==> config.mk <==
export PLATFORM = sky130hd
export DESIGN_NAME = utf16_to_utf8_transcoder_core
export DESIGN_NICKNAME = d
export VERILOG_FILES = /design/src/rtl/utu_pkg.sv /design/src/rtl/utu_front.sv /design/src/rtl/utu_queue.sv /design/src/rtl/utu_back.sv /design/src/rtl/utf16_to_utf8_transcoder_core.sv
export SDC_FILE = /design/constraint.sdc
export NUM_CORES = 1
export LEC_CHECK = 0
export BUFFER_PORTS_ARGS = -buffer_cell sky130_fd_sc_hd__clkbuf_2
export CAP_MARGIN = 15
export CORE_MARGIN = 5
export CORE_UTILIZATION = 30
export DETAILED_ROUTE_END_ITERATION = 10
export PLACE_DENSITY = 0.55
export SKIP_LAST_GASP = 1
export SYNTH_ARGS = -nofsm -noshare
export SYNTH_HDL_FRONTEND = slang
export SYNTH_SLANG_ARGS = --single-unit
==> constraint.sdc <==
create_clock -name clk_i -period 15.9 [get_ports clk_i]
set_input_delay 2.385 -clock clk_i [delete_from_list [all_inputs] [get_ports clk_i]]
set_output_delay 2.385 -clock clk_i [all_outputs]
set_load 0.05 [all_outputs]
==> src/rtl/utu_pkg.sv <==
`default_nettype none
// ----------------------------------------------------------------------------
// UTF-16 to UTF-8 transcoder package
// Word types for both channels, the job descriptor passed from the front end
// to the byte serialiser, and the code point encoder.
// ----------------------------------------------------------------------------
package utu_pkg;

  // Input word: one UTF-16 code unit and the end-of-string marker
  typedef struct packed {
    logic [15:0] code_unit;
    logic        unit_last;
  } in_word_t;

  // Output word: one UTF-8 byte with its framing flags
  typedef struct packed {
    logic [7:0] out_byte;
    logic       run_last;
    logic       string_end;
  } out_word_t;

  // Code point width and the values the front end works with
  localparam int unsigned CpW = 21;
  localparam logic [CpW-1:0] ReplCp = 21'h00FFFD;
  // 0x10000 >> 10, added to the high surrogate bits to form a pair
  localparam logic [10:0] PairBase = 11'h040;
  localparam logic [5:0] HighTag = 6'b110110;
  localparam logic [5:0] LowTag = 6'b110111;

  // Largest byte run that one code unit can cause
  localparam int unsigned MaxBytes = 6;
  localparam int unsigned CntW = 3;
  localparam logic [CntW-1:0] ReplLen = 3'd3;

  // Encoded code point: up to four bytes, byte 0 sent first
  typedef struct packed {
    logic [3:0][7:0] bytes;
    logic [2:0]      len;
  } enc_t;

  // One queued job: the whole byte run of one input word
  typedef struct packed {
    logic [MaxBytes-1:0][7:0] bytes;
    logic [CntW-1:0]          cnt;
    logic                     last;
  } job_t;

  // UTF-8 encoding of one code point
  function automatic enc_t utu_encode(logic [CpW-1:0] cp);
    enc_t r;
    r = '0;
    if (cp < 21'h000080) begin
      r.bytes[0] = cp[7:0];
      r.len      = 3'd1;
    end else if (cp < 21'h000800) begin
      r.bytes[0] = {3'b110, cp[10:6]};
      r.bytes[1] = {2'b10, cp[5:0]};
      r.len      = 3'd2;
    end else if (cp < 21'h010000) begin
      r.bytes[0] = {4'b1110, cp[15:12]};
      r.bytes[1] = {2'b10, cp[11:6]};
      r.bytes[2] = {2'b10, cp[5:0]};
      r.len      = 3'd3;
    end else begin
      r.bytes[0] = {5'b11110, cp[20:18]};
      r.bytes[1] = {2'b10, cp[17:12]};
      r.bytes[2] = {2'b10, cp[11:6]};
      r.bytes[3] = {2'b10, cp[5:0]};
      r.len      = 3'd4;
    end
    return r;
  endfunction

endpackage
`default_nettype wire

==> src/rtl/utu_front.sv <==
`default_nettype none
// ----------------------------------------------------------------------------
// UTF-16 to UTF-8 front end
// Accepts code units, tracks a held high surrogate and turns each word into
// a job holding its complete byte run. Words that cause no bytes are
// absorbed here.
// ----------------------------------------------------------------------------
module utu_front import utu_pkg::*; (
  input  wire logic     clk_i,
  input  wire logic     rst_ni,
  input  wire logic     in_valid_i,
  output logic          in_ready_o,
  input  wire in_word_t in_word_i,
  input  wire logic     q_full_i,
  output logic          q_push_o,
  output job_t          q_job_o
);

  logic       pend_q, pend_d;
  logic [9:0] pend_bits_q, pend_bits_d;

  logic           accept;
  logic           is_high, is_low;
  logic           pair, flush;
  logic           main_en;
  logic [CpW-1:0] main_cp;
  logic [CpW-1:0] pair_cp;
  enc_t           main_enc;
  enc_t           repl_enc;

  assign in_ready_o = !q_full_i;
  assign accept     = in_valid_i && in_ready_o;

  // Classify the unit
  assign is_high = (in_word_i.code_unit[15:10] == HighTag);
  assign is_low  = (in_word_i.code_unit[15:10] == LowTag);
  assign pair    = pend_q && is_low;
  assign flush   = pend_q && !is_low;
  assign pair_cp = {(11'(pend_bits_q) + PairBase), in_word_i.code_unit[9:0]};

  // Pick the code point this unit itself stands for
  always_comb begin
    main_en = 1'b1;
    main_cp = ReplCp;
    if (pair) begin
      main_cp = pair_cp;
    end else if (is_high) begin
      main_en = in_word_i.unit_last;
    end else if (is_low) begin
      main_cp = ReplCp;
    end else begin
      main_cp = {5'd0, in_word_i.code_unit};
    end
  end

  assign main_enc = utu_encode(main_cp);
  assign repl_enc = utu_encode(ReplCp);

  // Build the byte run: an optional flushed U+FFFD, then the unit's own bytes
  always_comb begin
    q_job_o      = '0;
    q_job_o.last = in_word_i.unit_last;
    if (flush) begin
      for (int k = 0; k < 3; k++) begin
        q_job_o.bytes[k]     = repl_enc.bytes[k];
        q_job_o.bytes[k + 3] = main_enc.bytes[k];
      end
      q_job_o.cnt = main_en ? 3'(ReplLen + main_enc.len) : ReplLen;
    end else begin
      for (int k = 0; k < 4; k++) begin
        q_job_o.bytes[k] = main_enc.bytes[k];
      end
      q_job_o.cnt = main_en ? main_enc.len : 3'd0;
    end
  end

  assign q_push_o = accept && (q_job_o.cnt != 3'd0);

  // Held high surrogate
  always_comb begin
    pend_d      = pend_q;
    pend_bits_d = pend_bits_q;
    if (accept) begin
      pend_d      = is_high && !in_word_i.unit_last;
      pend_bits_d = pend_d ? in_word_i.code_unit[9:0] : 10'd0;
    end
  end

  always_ff @(posedge clk_i or negedge rst_ni) begin
    if (!rst_ni) begin
      pend_q      <= 1'b0;
      pend_bits_q <= 10'd0;
    end else begin
      pend_q      <= pend_d;
      pend_bits_q <= pend_bits_d;
    end
  end

endmodule
`default_nettype wire

==> src/rtl/utu_queue.sv <==
`default_nettype none
// ----------------------------------------------------------------------------
// UTF-16 to UTF-8 job queue
// Small first-in first-out buffer between the front end and the serialiser.
// ----------------------------------------------------------------------------
module utu_queue import utu_pkg::*; #(
  parameter int unsigned Depth = 2
) (
  input  wire logic clk_i,
  input  wire logic rst_ni,
  input  wire logic push_i,
  input  wire job_t job_i,
  output logic      full_o,
  output logic      valid_o,
  output job_t      head_o,
  input  wire logic pop_i
);

  localparam int unsigned PtrW = (Depth > 1) ? $clog2(Depth) : 1;
  localparam int unsigned CntQW = $clog2(Depth + 1);
  localparam logic [PtrW-1:0] LastPtr = PtrW'(Depth - 1);
  localparam logic [CntQW-1:0] FullCnt = CntQW'(Depth);

  job_t mem_q [Depth];

  logic [PtrW-1:0]  wr_ptr_q, wr_ptr_d;
  logic [PtrW-1:0]  rd_ptr_q, rd_ptr_d;
  logic [CntQW-1:0] cnt_q, cnt_d;
  logic             do_push, do_pop;

  assign full_o  = (cnt_q == FullCnt);
  assign valid_o = (cnt_q != '0);
  assign head_o  = mem_q[rd_ptr_q];
  assign do_push = push_i && !full_o;
  assign do_pop  = pop_i && valid_o;

  // Pointer and fill count update
  always_comb begin
    wr_ptr_d = wr_ptr_q;
    rd_ptr_d = rd_ptr_q;
    cnt_d    = cnt_q;
    if (do_push) begin
      wr_ptr_d = (wr_ptr_q == LastPtr) ? '0 : wr_ptr_q + 1'b1;
    end
    if (do_pop) begin
      rd_ptr_d = (rd_ptr_q == LastPtr) ? '0 : rd_ptr_q + 1'b1;
    end
    if (do_push && !do_pop) begin
      cnt_d = cnt_q + 1'b1;
    end else if (do_pop && !do_push) begin
      cnt_d = cnt_q - 1'b1;
    end
  end

  always_ff @(posedge clk_i or negedge rst_ni) begin
    if (!rst_ni) begin
      wr_ptr_q <= '0;
      rd_ptr_q <= '0;
      cnt_q    <= '0;
    end else begin
      wr_ptr_q <= wr_ptr_d;
      rd_ptr_q <= rd_ptr_d;
      cnt_q    <= cnt_d;
    end
  end

  // Job storage
  always_ff @(posedge clk_i) begin
    if (do_push) begin
      mem_q[wr_ptr_q] <= job_i;
    end
  end

endmodule
`default_nettype wire

==> src/rtl/utu_back.sv <==
`default_nettype none
// ----------------------------------------------------------------------------
// UTF-16 to UTF-8 byte serialiser
// Walks the head job one byte per cycle, while the output is not stalled,
// into the output register and retires the job with its last byte.
// ----------------------------------------------------------------------------
module utu_back import utu_pkg::*; (
  input  wire logic clk_i,
  input  wire logic rst_ni,
  input  wire logic q_valid_i,
  input  wire job_t q_job_i,
  output logic      q_pop_o,
  output logic      out_valid_o,
  input  wire logic out_ready_i,
  output out_word_t out_word_o
);

  logic            out_valid_q, out_valid_d;
  out_word_t       out_word_q, out_word_d;
  logic [CntW-1:0] idx_q, idx_d;
  logic            load;
  logic            at_end;

  assign load   = q_valid_i && (!out_valid_q || out_ready_i);
  assign at_end = (idx_q == 3'(q_job_i.cnt - 3'd1));

  // Next byte and index
  always_comb begin
    out_word_d            = out_word_q;
    out_word_d.out_byte   = q_job_i.bytes[idx_q];
    out_word_d.run_last   = at_end;
    out_word_d.string_end = at_end && q_job_i.last;
    out_valid_d = out_valid_q;
    idx_d       = idx_q;
    if (load) begin
      out_valid_d = 1'b1;
      idx_d       = at_end ? '0 : idx_q + 1'b1;
    end else if (out_ready_i) begin
      out_valid_d = 1'b0;
    end
  end

  assign q_pop_o = load && at_end;

  always_ff @(posedge clk_i or negedge rst_ni) begin
    if (!rst_ni) begin
      out_valid_q <= 1'b0;
      idx_q       <= '0;
    end else begin
      out_valid_q <= out_valid_d;
      idx_q       <= idx_d;
    end
  end

  // Output word register
  always_ff @(posedge clk_i) begin
    if (load) begin
      out_word_q <= out_word_d;
    end
  end

  assign out_valid_o = out_valid_q;
  assign out_word_o  = out_word_q;

endmodule
`default_nettype wire

==> src/rtl/utf16_to_utf8_transcoder_core.sv <==
`default_nettype none
// ----------------------------------------------------------------------------
// UTF-16 to UTF-8 transcoder
// Converts a stream of UTF-16 code units into UTF-8 bytes, one byte per
// output word, with unpaired surrogates replaced by U+FFFD.
// ----------------------------------------------------------------------------
// Each input word carries one code unit. The block sends one output byte per
// cycle while the output is not stalled. A character of the basic plane causes
// one to three bytes, a completed surrogate pair four and a lone low surrogate
// three. A held high surrogate left without its partner puts three more bytes
// (U+FFFD) in front of the unit's own bytes, up to six in all. A high surrogate
// held for its partner causes none. The output byte rate of the serialiser sets
// the sustained throughput. Input words are taken every cycle while the job
// queue (QueueDepth entries) has room. With the queue and serialiser idle, an
// accepted word is registered in the job queue and its first byte then in the
// output register. run_last marks the final byte of each word's run and
// string_end the final byte of the string.
module utf16_to_utf8_transcoder_core import utu_pkg::*; #(
  parameter int unsigned QueueDepth = 2
) (
  input  wire logic     clk_i,
  input  wire logic     rst_ni,
  input  wire logic     in_valid_i,
  output logic          in_ready_o,
  input  wire in_word_t in_word_i,
  output logic          out_valid_o,
  input  wire logic     out_ready_i,
  output out_word_t     out_word_o
);

  logic q_full;
  logic q_push;
  job_t q_job;
  logic q_valid;
  job_t q_head;
  logic q_pop;

  utu_front u_front (
    .clk_i      (clk_i),
    .rst_ni     (rst_ni),
    .in_valid_i (in_valid_i),
    .in_ready_o (in_ready_o),
    .in_word_i  (in_word_i),
    .q_full_i   (q_full),
    .q_push_o   (q_push),
    .q_job_o    (q_job)
  );

  utu_queue #(
    .Depth (QueueDepth)
  ) u_queue (
    .clk_i   (clk_i),
    .rst_ni  (rst_ni),
    .push_i  (q_push),
    .job_i   (q_job),
    .full_o  (q_full),
    .valid_o (q_valid),
    .head_o  (q_head),
    .pop_i   (q_pop)
  );

  utu_back u_back (
    .clk_i       (clk_i),
    .rst_ni      (rst_ni),
    .q_valid_i   (q_valid),
    .q_job_i     (q_head),
    .q_pop_o     (q_pop),
    .out_valid_o (out_valid_o),
    .out_ready_i (out_ready_i),
    .out_word_o  (out_word_o)
  );

endmodule
`default_nettype wire

==> impl_results.md <==
* Pin count of the biggest net entering global routing at just under 50
* HP Class: reg2reg
* Clk sink count at 125
* Initial antenna violation count at 0
* Startpoint Class: primary input
* Detailed-route via count at 4211
* Fin. Hold Viols at 0
* Final WL at 15600 um
* Slew @ Worst Pin at 1.11 ns
* GP Congestion at 0.903
* Crit path from: in_word_i[13]
* Synth area leader: edfxtp_1
* Worst R2R End: u_queue.mem_q[1][44]$_DFFE_PP_
* HPWL Detailed at 10700 um
* Drt first pass iters at 5
* Routed len/inst at just under 20 um
* R2R depth at 12
* CP endpoint kind: register
* CTS tree: built
* Async SR Flop Fraction at 15.2%
* Max-slew headroom at 25.8%
* WP data required at 15.95 ns
* Minimum clock period at between 6 and 7 ns
* Finished Layout Cells at approximately 790
* CORE AREA at 20200 um2
* IO Pins at 33
* Die area at 23300 um2
* Final Setup Violations at 0
* Post-CTS setup buffers at 0
* RSZ-0062 raised after global routing: false
* Setup TNS at 0 ns
* Status: completed
* Worst setup path endpoint: u_queue.mem_q[1][44]$_DFFE_PP_
* Yosys Warn Count at 0
* Number of DRC markers in iteration 0 at a little over 400
* Most common cell in the netlist: edfxtp_1
* Mapped Area at around 6100 um2
* Remaining Overflow, GRT at 0
* Post-synthesis cell type count at 65
* Register-to-register setup slack at 11.06 ns
* Highest clock rate at 0.160 GHz
* CTS root buf: clkbuf_16
* H-tree depth at 4
* Clock Skews at between 0.01 and 0.015 ns
* Top cells by count, synth: 106 x edfxtp_1, 44 x nand2_1, 27 x nor2_1
* DR vias/cell at roughly 5.4
* Syn Inst Count at 478
* Pins over their slew limit at 0
* Number of flops mapped to enable cells by yosys at roughly 110
* Post-CTS Hold Fix Bufs at 0
* Drt drc at 0
* N_diodes at 0
* Final Power at 1190 uW
* Layout cells sized above 1 at 20.1%
* Crit Path Max Fanout at 48
* TritonCTS Buffers at 17
* Clock transition at path regs at around 0.06 ns
* Global-route wire length before repair at roughly 24000 um
* Syn nets at 504
* Most used flip-flop cell after synthesis: edfxtp_1
* Antenna Nets Post-Route at 0
* Post-Place Cells at 755
* Ranking of synthesized cells by area: edfxtp_1 52%, dfrtp_1 7.8%, mux4_2 7.7%, nand2_1 2.7%, mux2i_1 2.1%
* Seq cells post-synth at around 130
* Worst endpoint data arrival time at 6.30 ns
* CTS-repair resized insts at 0
* Sequential element share of the synthesized area at around 60%
* Vias in the first global route at just over 4000
* Worst Setup Path Type: in2reg
* PD cells at 168 nW/um2
* Die Ht at 153 um
* DIE WIDTH at 153 um
* CTS max path bufs at 2
* Top-area cell type share of the netlist area at 52.1%
* Worst r2r src: u_front.pend_bits_q[6]$_DFFE_PN0P_
* Fin crit share at about two fifths
* Filler Cells Inserted at 2026
* Layout Nets at 530
* # rows at 52
* Leakage at 0.00249 uW
* PortBufs at 32
* VDD IR max at 91.0 uV
* Avg Inst Size Synth at 12.8 um2
* Starting Density at 30.3%
* Max cap viols at 0
* Worst-skew pair later-pin latency at 0.42 ns
* Syn-to-layout area delta at 16.1%
* Total track usage at 13.7%
## critical path: stages
cell	delay, ns
clkbuf_2	0.15
nand4_1	0.40
nor2_1	0.73
nand2_1	0.63
o21ai_1	0.38
ha_1	0.31
nand3_1	0.10
a31oi_1	0.06
a21oi_1	0.25
a21oi_1	0.14
nor3_2	0.17
buf_4	0.54
## cells by family after synthesis
logic type | synth area share, %
AO/OA/AOI/OAI | 12.7
XOR/XNOR | 1.43
adder cells (fa/ha/maj) | 1.02
buffers and inverters | 3.22
flip-flops | 59.9
multiplexers | 10.4
AND/OR/NAND/NOR | 11.3
## final cells by class
class                   instances  area, um2  share of cell area, %
flip-flops and latches        125       3660                   51.6
multi-input cells             308       2260                   31.9
clock buffers                  19        433                   6.11
well taps                     270        338                   4.77
repair buffers                 39        213                   3.00
clock inverters                13        138                   1.94
inverters                      13       48.8                  0.688
## power by group
group          switching [uW]  internal (uW)
clock network             146            231
logic                     210            124
registers                31.7            451
total                     387            806
## metal layers
metal  up-vias  GRT usage [%]  part of all wire (%)  wire length (um)
li1       1930              -                     -                 -
met1      2085           18.7                    45              7030
met2       173           20.8                    47              7260
met3        23           3.66                   6.1               942
met4         0           5.30                   2.1               320
met5         -              0                     0                 0
## placed cells by master, fill, tap and decap left out, types with 6 or more instances in the layout
master	count
edfxtp_1	106
nand2_1	44
clkbuf_2	32
nor2_1	27
o21ai_0	23
a21oi_1	23
mux4_2	21
nand3_1	19
dfrtp_1	19
clkbuf_16	17
mux2i_1	13
inv_1	13
nor3_1	11
o22ai_1	10
o211ai_1	8
o21ai_1	8
buf_4	7
nand4_1	6
a21o_1	6
a31oi_1	6
## per-stage QoR
step / hold slack [ns] / util [%] / area (um2) / setup slack (ns)
after floorplan: 0.463 / - / 6110 / 7.88
after global placement: 0.483 / 32.3 / 6520 / 9.45
after detailed placement: 0.493 / 32.3 / 6520 / 9.32
after CTS: 0.513 / 35.1 / 7090 / 9.75
after global routing: 0.545 / 35.1 / 7090 / 9.34
final: 0.506 / 35.1 / 7090 / 9.65
## state kept, by name, summed over array words and instances (netlist names)
| signal | flops |
|---|---|
| u_back.idx_q | 3 |
| u_back.out_valid_o | 1 |
| u_back.out_word_o | 10 |
| u_front.pend_bits_q | 10 |
| u_front.pend_q | 1 |
| u_queue.cnt_q | 2 |
| u_queue.mem_q | 96 |
| u_queue.rd_ptr_q | 1 |
| u_queue.wr_ptr_q | 1 |
## how the worst min path moves through the flow
stage                                       startpoint  depth (start not counted)                                  to
floorplan           u_front.pend_bits_q[0]$_DFFE_PN0P_                          2  u_front.pend_bits_q[0]$_DFFE_PN0P_
global placement        u_back.out_valid_o$_DFFE_PN0P_                          2      u_back.out_valid_o$_DFFE_PN0P_
detailed placement      u_back.out_valid_o$_DFFE_PN0P_                          2      u_back.out_valid_o$_DFFE_PN0P_
CTS                     u_back.out_valid_o$_DFFE_PN0P_                          2      u_back.out_valid_o$_DFFE_PN0P_
global route              u_queue.cnt_q[1]$_DFFE_PN0P_                          1        u_queue.cnt_q[1]$_DFFE_PN0P_
finish                  u_back.out_valid_o$_DFFE_PN0P_                          2      u_back.out_valid_o$_DFFE_PN0P_
No activity file was read; power rests on OpenSTA's default activity.
